**src/rtl/normal_equation_accumulator_core_defines.svh**
```systemverilog
`ifndef NORMAL_EQUATION_ACCUMULATOR_CORE_DEFINES_SVH
`define NORMAL_EQUATION_ACCUMULATOR_CORE_DEFINES_SVH

// expr must never hold
`define NEA_NEVER(label, expr, msg) \
    label: assert property (@(posedge clk) disable iff (!rst_n) !(expr)) \
        else $error(msg);

// cons must hold in the cycle after ante
`define NEA_NEXT(label, ante, cons, msg) \
    label: assert property (@(posedge clk) disable iff (!rst_n) (ante) |=> (cons)) \
        else $error(msg);

`endif

```
**src/rtl/nea_pkg.sv**
```systemverilog
package nea_pkg;

    localparam int MAX_TERMS_DEF = 8;
    localparam int ACC_WIDTH_DEF = 48;

    localparam int ROW_FIELDS = 8;
    localparam int SAMPLE_W   = 16;
    localparam int PROD_W     = 2 * SAMPLE_W;
    localparam int OUT_W      = 48;
    localparam int ROW_IDX_W  = 3;
    localparam int TERMS_W    = 4;
    localparam int PADDR_W    = 3;
    localparam int PDATA_W    = 32;

    localparam logic [TERMS_W-1:0] TERMS_RESET = 4'd8;

    localparam logic REG_TERMS_IN_USE = 1'b0;

    typedef struct packed {
        logic                 load;
        logic                 acc_en;
        logic                 rd_en;
        logic                 out_load;
        logic                 clear;
        logic [ROW_IDX_W-1:0] row;
        logic                 last;
    } nea_cmd_t;

    typedef struct packed {
        logic wr_pend;
    } nea_stat_t;

endpackage

```
**src/rtl/nea_ctrl.sv**
```systemverilog
`include "normal_equation_accumulator_core_defines.svh"

module nea_ctrl (
    input  logic                         clk,
    input  logic                         rst_n,
    input  logic [nea_pkg::TERMS_W-1:0]  n,
    input  logic                         in_valid,
    input  logic                         in_final,
    output logic                         in_ready,
    input  logic                         out_ready,
    output logic                         out_valid,
    output nea_pkg::nea_cmd_t            cmd,
    input  nea_pkg::nea_stat_t           stat
);
    import nea_pkg::*;

    typedef enum logic [2:0] {
        S_IDLE,
        S_ACC,
        S_FLUSH,
        S_RD,
        S_LOAD,
        S_OUT
    } state_t;

    state_t               state_reg, state_next;
    logic [ROW_IDX_W-1:0] k_reg, k_next;
    logic                 final_reg, final_next;
    logic                 last;

    assign last = ({1'b0, k_reg} == (n - TERMS_W'(1)));

    always_comb
    begin
        state_next = state_reg;
        k_next     = k_reg;
        final_next = final_reg;
        unique case (state_reg)
            S_IDLE:
            begin
                if (in_valid)
                begin
                    state_next = S_ACC;
                    k_next     = '0;
                    final_next = in_final;
                end
            end
            S_ACC:
            begin
                if (last)
                begin
                    state_next = final_reg ? S_FLUSH : S_IDLE;
                    k_next     = '0;
                end
                else
                begin
                    k_next = k_reg + ROW_IDX_W'(1);
                end
            end
            S_FLUSH:
            begin
                if (!stat.wr_pend)
                begin
                    state_next = S_RD;
                end
            end
            S_RD:
            begin
                state_next = S_LOAD;
            end
            S_LOAD:
            begin
                state_next = S_OUT;
            end
            S_OUT:
            begin
                if (out_ready)
                begin
                    if (last)
                    begin
                        state_next = S_IDLE;
                        k_next     = '0;
                    end
                    else
                    begin
                        state_next = S_RD;
                        k_next     = k_reg + ROW_IDX_W'(1);
                    end
                end
            end
            default:
            begin
                state_next = S_IDLE;
            end
        endcase
    end

    always_ff @(posedge clk or negedge rst_n)
    begin
        if (!rst_n)
        begin
            state_reg <= S_IDLE;
            k_reg     <= '0;
            final_reg <= 1'b0;
        end
        else
        begin
            state_reg <= state_next;
            k_reg     <= k_next;
            final_reg <= final_next;
        end
    end

    assign in_ready  = (state_reg == S_IDLE);
    assign out_valid = (state_reg == S_OUT);

    always_comb
    begin
        cmd          = '0;
        cmd.load     = (state_reg == S_IDLE) && in_valid;
        cmd.acc_en   = (state_reg == S_ACC);
        cmd.rd_en    = (state_reg == S_ACC) || (state_reg == S_RD);
        cmd.out_load = (state_reg == S_LOAD);
        cmd.clear    = (state_reg == S_OUT) && out_ready && last;
        cmd.row      = k_reg;
        cmd.last     = last;
    end

    `NEA_NEVER(a_no_overlap, in_ready && out_valid, "input taken during readout")
    `NEA_NEXT(a_burst_end, (state_reg == S_OUT) && out_ready && last, in_ready,
              "block not idle after last beat")
endmodule

```
**config.mk**
```make
export PLATFORM = sky130hd
export DESIGN_NAME = nea_ctrl
export DESIGN_NICKNAME = d
export VERILOG_FILES = /design/src/rtl/nea_pkg.sv /design/src/rtl/nea_ctrl.sv
export VERILOG_INCLUDE_DIRS = /design/src /design/src/rtl
export SDC_FILE = /design/constraint.sdc
export NUM_CORES = 1
export LEC_CHECK = 0
export CAP_MARGIN = 20
export CORE_AREA = 2 2 39 41
export DETAILED_ROUTE_END_ITERATION = 7
export DIE_AREA = 0 0 41 43
export DONT_BUFFER_PORTS = 1
export GPL_TIMING_DRIVEN = 1
export SYNTH_ARGS = -nofsm -noshare
export SYNTH_HDL_FRONTEND = slang
export SYNTH_SLANG_ARGS = --single-unit
```
**constraint.sdc**
```tcl
create_clock -name clk -period 3.5 [get_ports clk]
set_input_delay 0.7 -clock clk [delete_from_list [all_inputs] [get_ports clk]]
set_output_delay 0.7 -clock clk [all_outputs]
set_load 0.05 [all_outputs]
```
==> results.json, run 1 <==
{
  "dp_hpwl_um": 845,
  "crit_path_cell_trace": "xnor3_1 -> nand3_2 -> or2_1 -> nor3_1 -> buf_4",
  "drc": 0,
  "drt-pass1-iter-count": 3,
  "slew_violations": 0,
  "cts_resized": 0,
  "io_pins": 21,
  "cts.sinks": 7,
  "cp_slowest_cell": "dfrtp_1",
  "grt_busiest_layer": "met2",
  "antenna_found_initial": 0,
  "io_buffers": 0,
  "final_util_pct": 42.3,
  "grt_pass1_wl_um": 1820,
  "cp_data_required_time_ns": 2.80,
  "drt_iter0_markers": 7,
  "tightest_slew_ns": 0.898,
  "cts_buffers": 3,
  "ys_top_cells_by_area": "dfrtp_1 33%, xor2_1 4.9%, ha_1 4.7%",
  "min_period_ns": 2.76,
  "critPathLaunchType": "flop",
  "clkLatencyLatePin_ns": 0.26,
  "start_util_pct": 38.6,
  "stdcell_count": 82,
  "hold_viol": 0,
  "syn_area_um2": 534,
  "synthDistinctLibCells": 26,
  "peakVddDrop_uv": 401,
  "area_growth_pct": 9.60,
  "grt_util_all_layers_pct": 15.7,
  "fmax_mhz": 362,
  "fin_worst_skew_ns": 0.00849,
  "period_share_pct": 79.0,
  "critPathKind": "reg -> out",
  "rsz0062_at_grt": "no",
  "drtAntennaViolNets": 0,
  "diodes": 0,
  "yosysTopAreaCell": "dfrtp_1",
  "use_met3_pct": 5.76,
  "drive_gt1_share_pct": 13.6,
  "clock_path_buffers": 2,
  "p_per_area_mw_per_mm2": 1100,
  "cts_setup_buffers": 0,
  "final_net_count": 79,
  "clk_pin_slew_ns": 0.06,
  "cp.arrival_ns": 2.06,
  "synthCells": 64,
  "power.total_uw": 645,
  "crit_fanout": 5,
  "netlist.area_leader.share_pct": 32.8,
  "root_buffer": "clkbuf_4",
  "wl_per_cell_um": 13.2,
  "reg2reg_from": "state_reg[2]$_DFFE_PN0P_",
  "finalSetupViolations": 0,
  "std_cell_rows": 14,
  "first_global_vias": 438,
  "cts_tree": "done",
  "setup_tns_ns": 0,
  "synth_seq_cells": 7,
  "syn_nets": 76,
  "cp_slowest_stage_delay_ns": 0.71,
  "grt_start_max_net_pins": 14,
  "r2r_end": "final_reg$_DFFE_PN0P_",
  "drt-total-wl_um": 1090,
  "gp_congestion": 0.709,
  "critPathTopFamily": "flip-flops",
  "dp.cells": 78,
  "ys_seq_area_share_pct": 32.8,
  "yosys_warnings": 0,
  "dr_total_vias": 439,
  "die_x_um": 41,
  "met1_usage_pct": 20.3,
  "rr_worst_depth": 3,
  "power.leakage_nw": 0.273,
  "die-area_mm2": 0.00176,
  "slew_headroom_pct": 39.9,
  "crit_path_end_kind": "primary output",
  "grtUsageMet2_pct": 21.3,
  "gr-total-overflow": 0,
  "r2r_slack_ns": 1.55,
  "cts_hold_buf": 0,
  "routed_via_density": 5.35,
  "worst-path-buf-inv": 1,
  "core_area_mm2": 0.00138,
  "syn_area_per_cell_um2": 8.35,
  "hold_path.class": "in -> async",
  "status": "finished, final reports clean",
  "die_y_um": 43,
  "htree_levels": 1,
  "maxCapViolations": 0
}
Yosys cell counts:
library cell / n
o21ai_0: 5
xor2_1: 3
nor3b_1: 3
and2_1: 1
nor2b_1: 3
o211ai_1: 2
nor2_1: 5
nor3_1: 3
nand2_1: 6
xnor3_1: 1
nand2b_1: 4
clkbuf_1: 2
o31ai_1: 1
ha_1: 2
nand3_2: 1
o21bai_1: 1
a221o_1: 1
nand3b_1: 1
inv_1: 4
dfrtp_1: 7
nor4_1: 1
mux2_2: 1
buf_4: 1
or2_1: 1
buf_2: 1
a21oi_1: 3
layer usage:
| layer | share of wire, % | up-vias |
|---|---|---|
| met2 | 46 | 14 |
| li1 | - | 223 |
| met5 | 0 | - |
| met3 | 7.6 | 4 |
| met1 | 44 | 198 |
| met4 | 2.0 | 0 |
metrics by stage:
step	hold slack, ns	cell area [um2]	setup WS [ns]
6_report	0.132	586	0.735
5_1_grt	0.122	586	0.597
4_1_cts	0.122	586	0.691
3_5_place_dp	0.405	559	0.740
3_3_place_gp	0.405	559	0.764
2_1_floorplan	0.404	534	0.0908
cell type report:
type / count / area [um2]
Clock buffer: 4 / 26.3
Fill cell: 140 / 798
Inverter: 4 / 15.0
Multi-Input combinational cell: 49 / 334
Sequential cell: 7 / 175
Tap cell: 16 / 20.0
Timing Repair Buffer: 2 / 15.0
kinds of logic (layout without fill, tap and decap cells):
logic type               after synthesis  in the layout  share of synthesized area [%]
AND/OR/NAND/NOR                       29             29                           29.7
AO/OA/AOI/OAI                         13             13                           15.0
buffers and inverters                  8             10                           6.56
flip-flops                             7              7                           32.8
XOR/XNOR                               4              4                           9.13
adder cells (fa/ha/maj)                2              2                           4.68
multiplexers                           1              1                           2.11
worst max-delay path by stage:
stage / startpoint / to / slack, ns / cells past startpoint
6_report: k_reg[2]$_DFFE_PN0P_ / cmd[4] / 0.74 / 5
5_1_grt: k_reg[2]$_DFFE_PN0P_ / cmd[4] / 0.60 / 5
4_1_cts: k_reg[2]$_DFFE_PN0P_ / cmd[4] / 0.69 / 5
3_5_place_dp: n[0] / cmd[4] / 0.74 / 7
3_3_place_gp: n[0] / cmd[4] / 0.76 / 7
2_1_floorplan: n[0] / cmd[4] / 0.09 / 6
placed cells by master, fill, tap and decap left out, types with 2 or more instances in the layout:
cell type / Yosys / routed
a21oi_1: 3 / 3
buf_4: 1 / 2
clkbuf_4: 0 / 3
dfrtp_1: 7 / 7
ha_1: 2 / 2
inv_1: 4 / 4
nand2_1: 6 / 6
nand2b_1: 4 / 4
nor2_1: 5 / 5
nor2b_1: 3 / 3
nor3_1: 3 / 3
nor3b_2: 0 / 2
o211ai_1: 2 / 2
o21ai_0: 5 / 5
xor2_1: 3 / 3
power by group:
part / switching (mW) / internal (mW)
Sequential: 0.118 / 0.116
Combinational: 0.232 / 0.103
Clock: 0.0316 / 0.0436
(Power assumes the default switching activity.)
==> run 2: changes to the inputs <==
==> constraint.sdc (replaced) <==
create_clock -name clk -period 2.79 [get_ports clk]
set_input_delay 0.558 -clock clk [delete_from_list [all_inputs] [get_ports clk]]
set_output_delay 0.558 -clock clk [all_outputs]
set_load 0.05 [all_outputs]
==> run 2 against run 1 <==
Effect of this change: power up 33%; critical path depth unchanged; global-route usage down 0.22 points; flip-flop and latch count unchanged; utilization up 3.3 points; non-clock buffer count up 5; register-to-register slack worse by 0.53 ns; worst hold slack better by 0.31 ns; clock power up 27%; clock skew up 0.0020 ns.
==> results.json, run 2 (synthesized netlist as in run 1, its figures left out) <==
{
  "status": "finished, final reports clean",
  "use_met3_pct": 5.76,
  "clock_path_buffers": 2,
  "gr-total-overflow": 0,
  "cts_setup_buffers": 0,
  "routed_via_density": 5.37,
  "final_net_count": 84,
  "grt_start_max_net_pins": 14,
  "hold_viol": 0,
  "fin_worst_skew_ns": 0.0105,
  "critPathLaunchType": "flop",
  "cts_hold_buf": 1,
  "dpl_worst_slack_ns": 0.336,
  "cts_resized": 0,
  "power.leakage_nw": 0.297,
  "placed_area_um2": 594,
  "area_growth_pct": 18.0,
  "crit_path_end_kind": "primary output",
  "cp_slowest_stage_delay_ns": 0.71,
  "critPathKind": "reg -> out",
  "cp_data_required_time_ns": 2.23,
  "power.total_uw": 861,
  "drtAntennaViolNets": 0,
  "p_clk_share_pct": 11.2,
  "wl_per_cell_um": 12.2,
  "die_y_um": 43,
  "reg2reg_from": "k_reg[0]$_DFFE_PN0P_",
  "critPathTopFamily": "flip-flops",
  "io_buffers": 0,
  "cts.sinks": 7,
  "drive_gt1_share_pct": 19.7,
  "hold_path.class": "in -> reg",
  "period_share_pct": 90.6,
  "crit_fanout": 5,
  "root_buffer": "clkbuf_4",
  "drt-total-wl_um": 1060,
  "grtUsageMet2_pct": 21.3,
  "fillCellCount": 150,
  "p_switching_uw": 490,
  "cp.arrival_ns": 1.97,
  "met1_usage_pct": 19.5,
  "clk_pin_slew_ns": 0.06,
  "std_cell_rows": 14,
  "die-area_mm2": 0.00176,
  "rsz0062_at_grt": "no",
  "die_x_um": 41,
  "tightest_slew_ns": 0.830,
  "grt_util_all_layers_pct": 15.5,
  "grt_busiest_layer": "met2",
  "cts_buffers": 3,
  "setup_tns_ns": 0,
  "drc": 0,
  "antenna_found_initial": 0,
  "combPwrFrac_pct": 57.0,
  "fin_area_um2": 631,
  "slew_violations": 0,
  "p_seq_share_pct": 31.9,
  "maxCapViolations": 0,
  "dr_total_vias": 467,
  "p_int_uw": 371,
  "fmax_mhz": 396,
  "peakVddDrop_uv": 442,
  "worst-path-buf-inv": 1,
  "timing.final.ws_setup_ns": 0.263,
  "htree_levels": 1,
  "cts_tree": "done",
  "grt_pass1_wl_um": 1810,
  "diodes": 0,
  "holdCritStartpoint": "in_final",
  "min_period_ns": 2.53,
  "first_global_vias": 445,
  "final_cell_mix": "7 x dfrtp_1, 6 x nand2_1, 6 x buf_4",
  "io_pins": 21,
  "crit_path_cell_trace": "xor2_1 -> nand3_2 -> or2_1 -> nor3_2 -> buf_4",
  "dp_hpwl_um": 833,
  "p_sw_share_pct": 57.0,
  "drt_iter0_markers": 8,
  "cp_slowest_cell": "dfrtp_1",
  "drt-pass1-iter-count": 4,
  "clkLatencyLatePin_ns": 0.26,
  "gp_congestion": 0.706,
  "core_area_mm2": 0.00138,
  "slew_headroom_pct": 44.4,
  "crit_start": "k_reg[0]$_DFFE_PN0P_",
  "final_common_cell": "dfrtp_1",
  "start_util_pct": 38.6,
  "finalSetupViolations": 0,
  "p_per_area_mw_per_mm2": 1370
}
## run 2: power groups by stage
stage	combinational, mW	sequential [mW]	clock [mW]
2_1_floorplan	0.419	0.243	0
3_3_place_gp	0.489	0.277	0
3_5_place_dp	0.493	0.277	0
4_1_cts	0.497	0.274	0.0987
5_1_grt	0.542	0.287	0.104
6_report	0.491	0.274	0.0960
## run 2: final timing paths
check / endpoint / slack [ns] / cells after the start
worst max register to register: state_reg[1]$_DFFE_PN0P_ / 1.02 / 4
worst max-delay path: cmd[4] / 0.26 / 5
worst min-delay path: final_reg$_DFFE_PN0P_ / 0.44 / 1
min in group asynchronous: state_reg[0]$_DFFE_PN0P_ / 0.63 / 1
max in group asynchronous: k_reg[2]$_DFFE_PN0P_ / 1.90 / 1
worst min register to register: final_reg$_DFFE_PN0P_ / 0.52 / 1
## run 2: final cells by class
class	count	area, um2	area share [%]
multi-input cells	49	339	53.8
flip-flops and latches	7	175	27.8
repair buffers	7	55.1	8.73
clock buffers	4	26.3	4.17
well taps	16	20.0	3.17
inverters	4	15.0	2.38
## run 2: metrics by stage
step	cells	hold slack (ns)	utilization, %
after floorplan	64	0.262	-
after global placement	82	0.263	42.9
after detailed placement	82	0.263	42.9
after CTS	87	0.439	45.6
after global routing	87	0.450	45.6
final	87	0.443	45.6
## run 2: metal layers
layer | vias to the layer above | share of wire [%]
met5 | - | 0
met3 | 4 | 9.7
met2 | 15 | 45
met1 | 217 | 43
li1 | 231 | -
met4 | 0 | 2.1
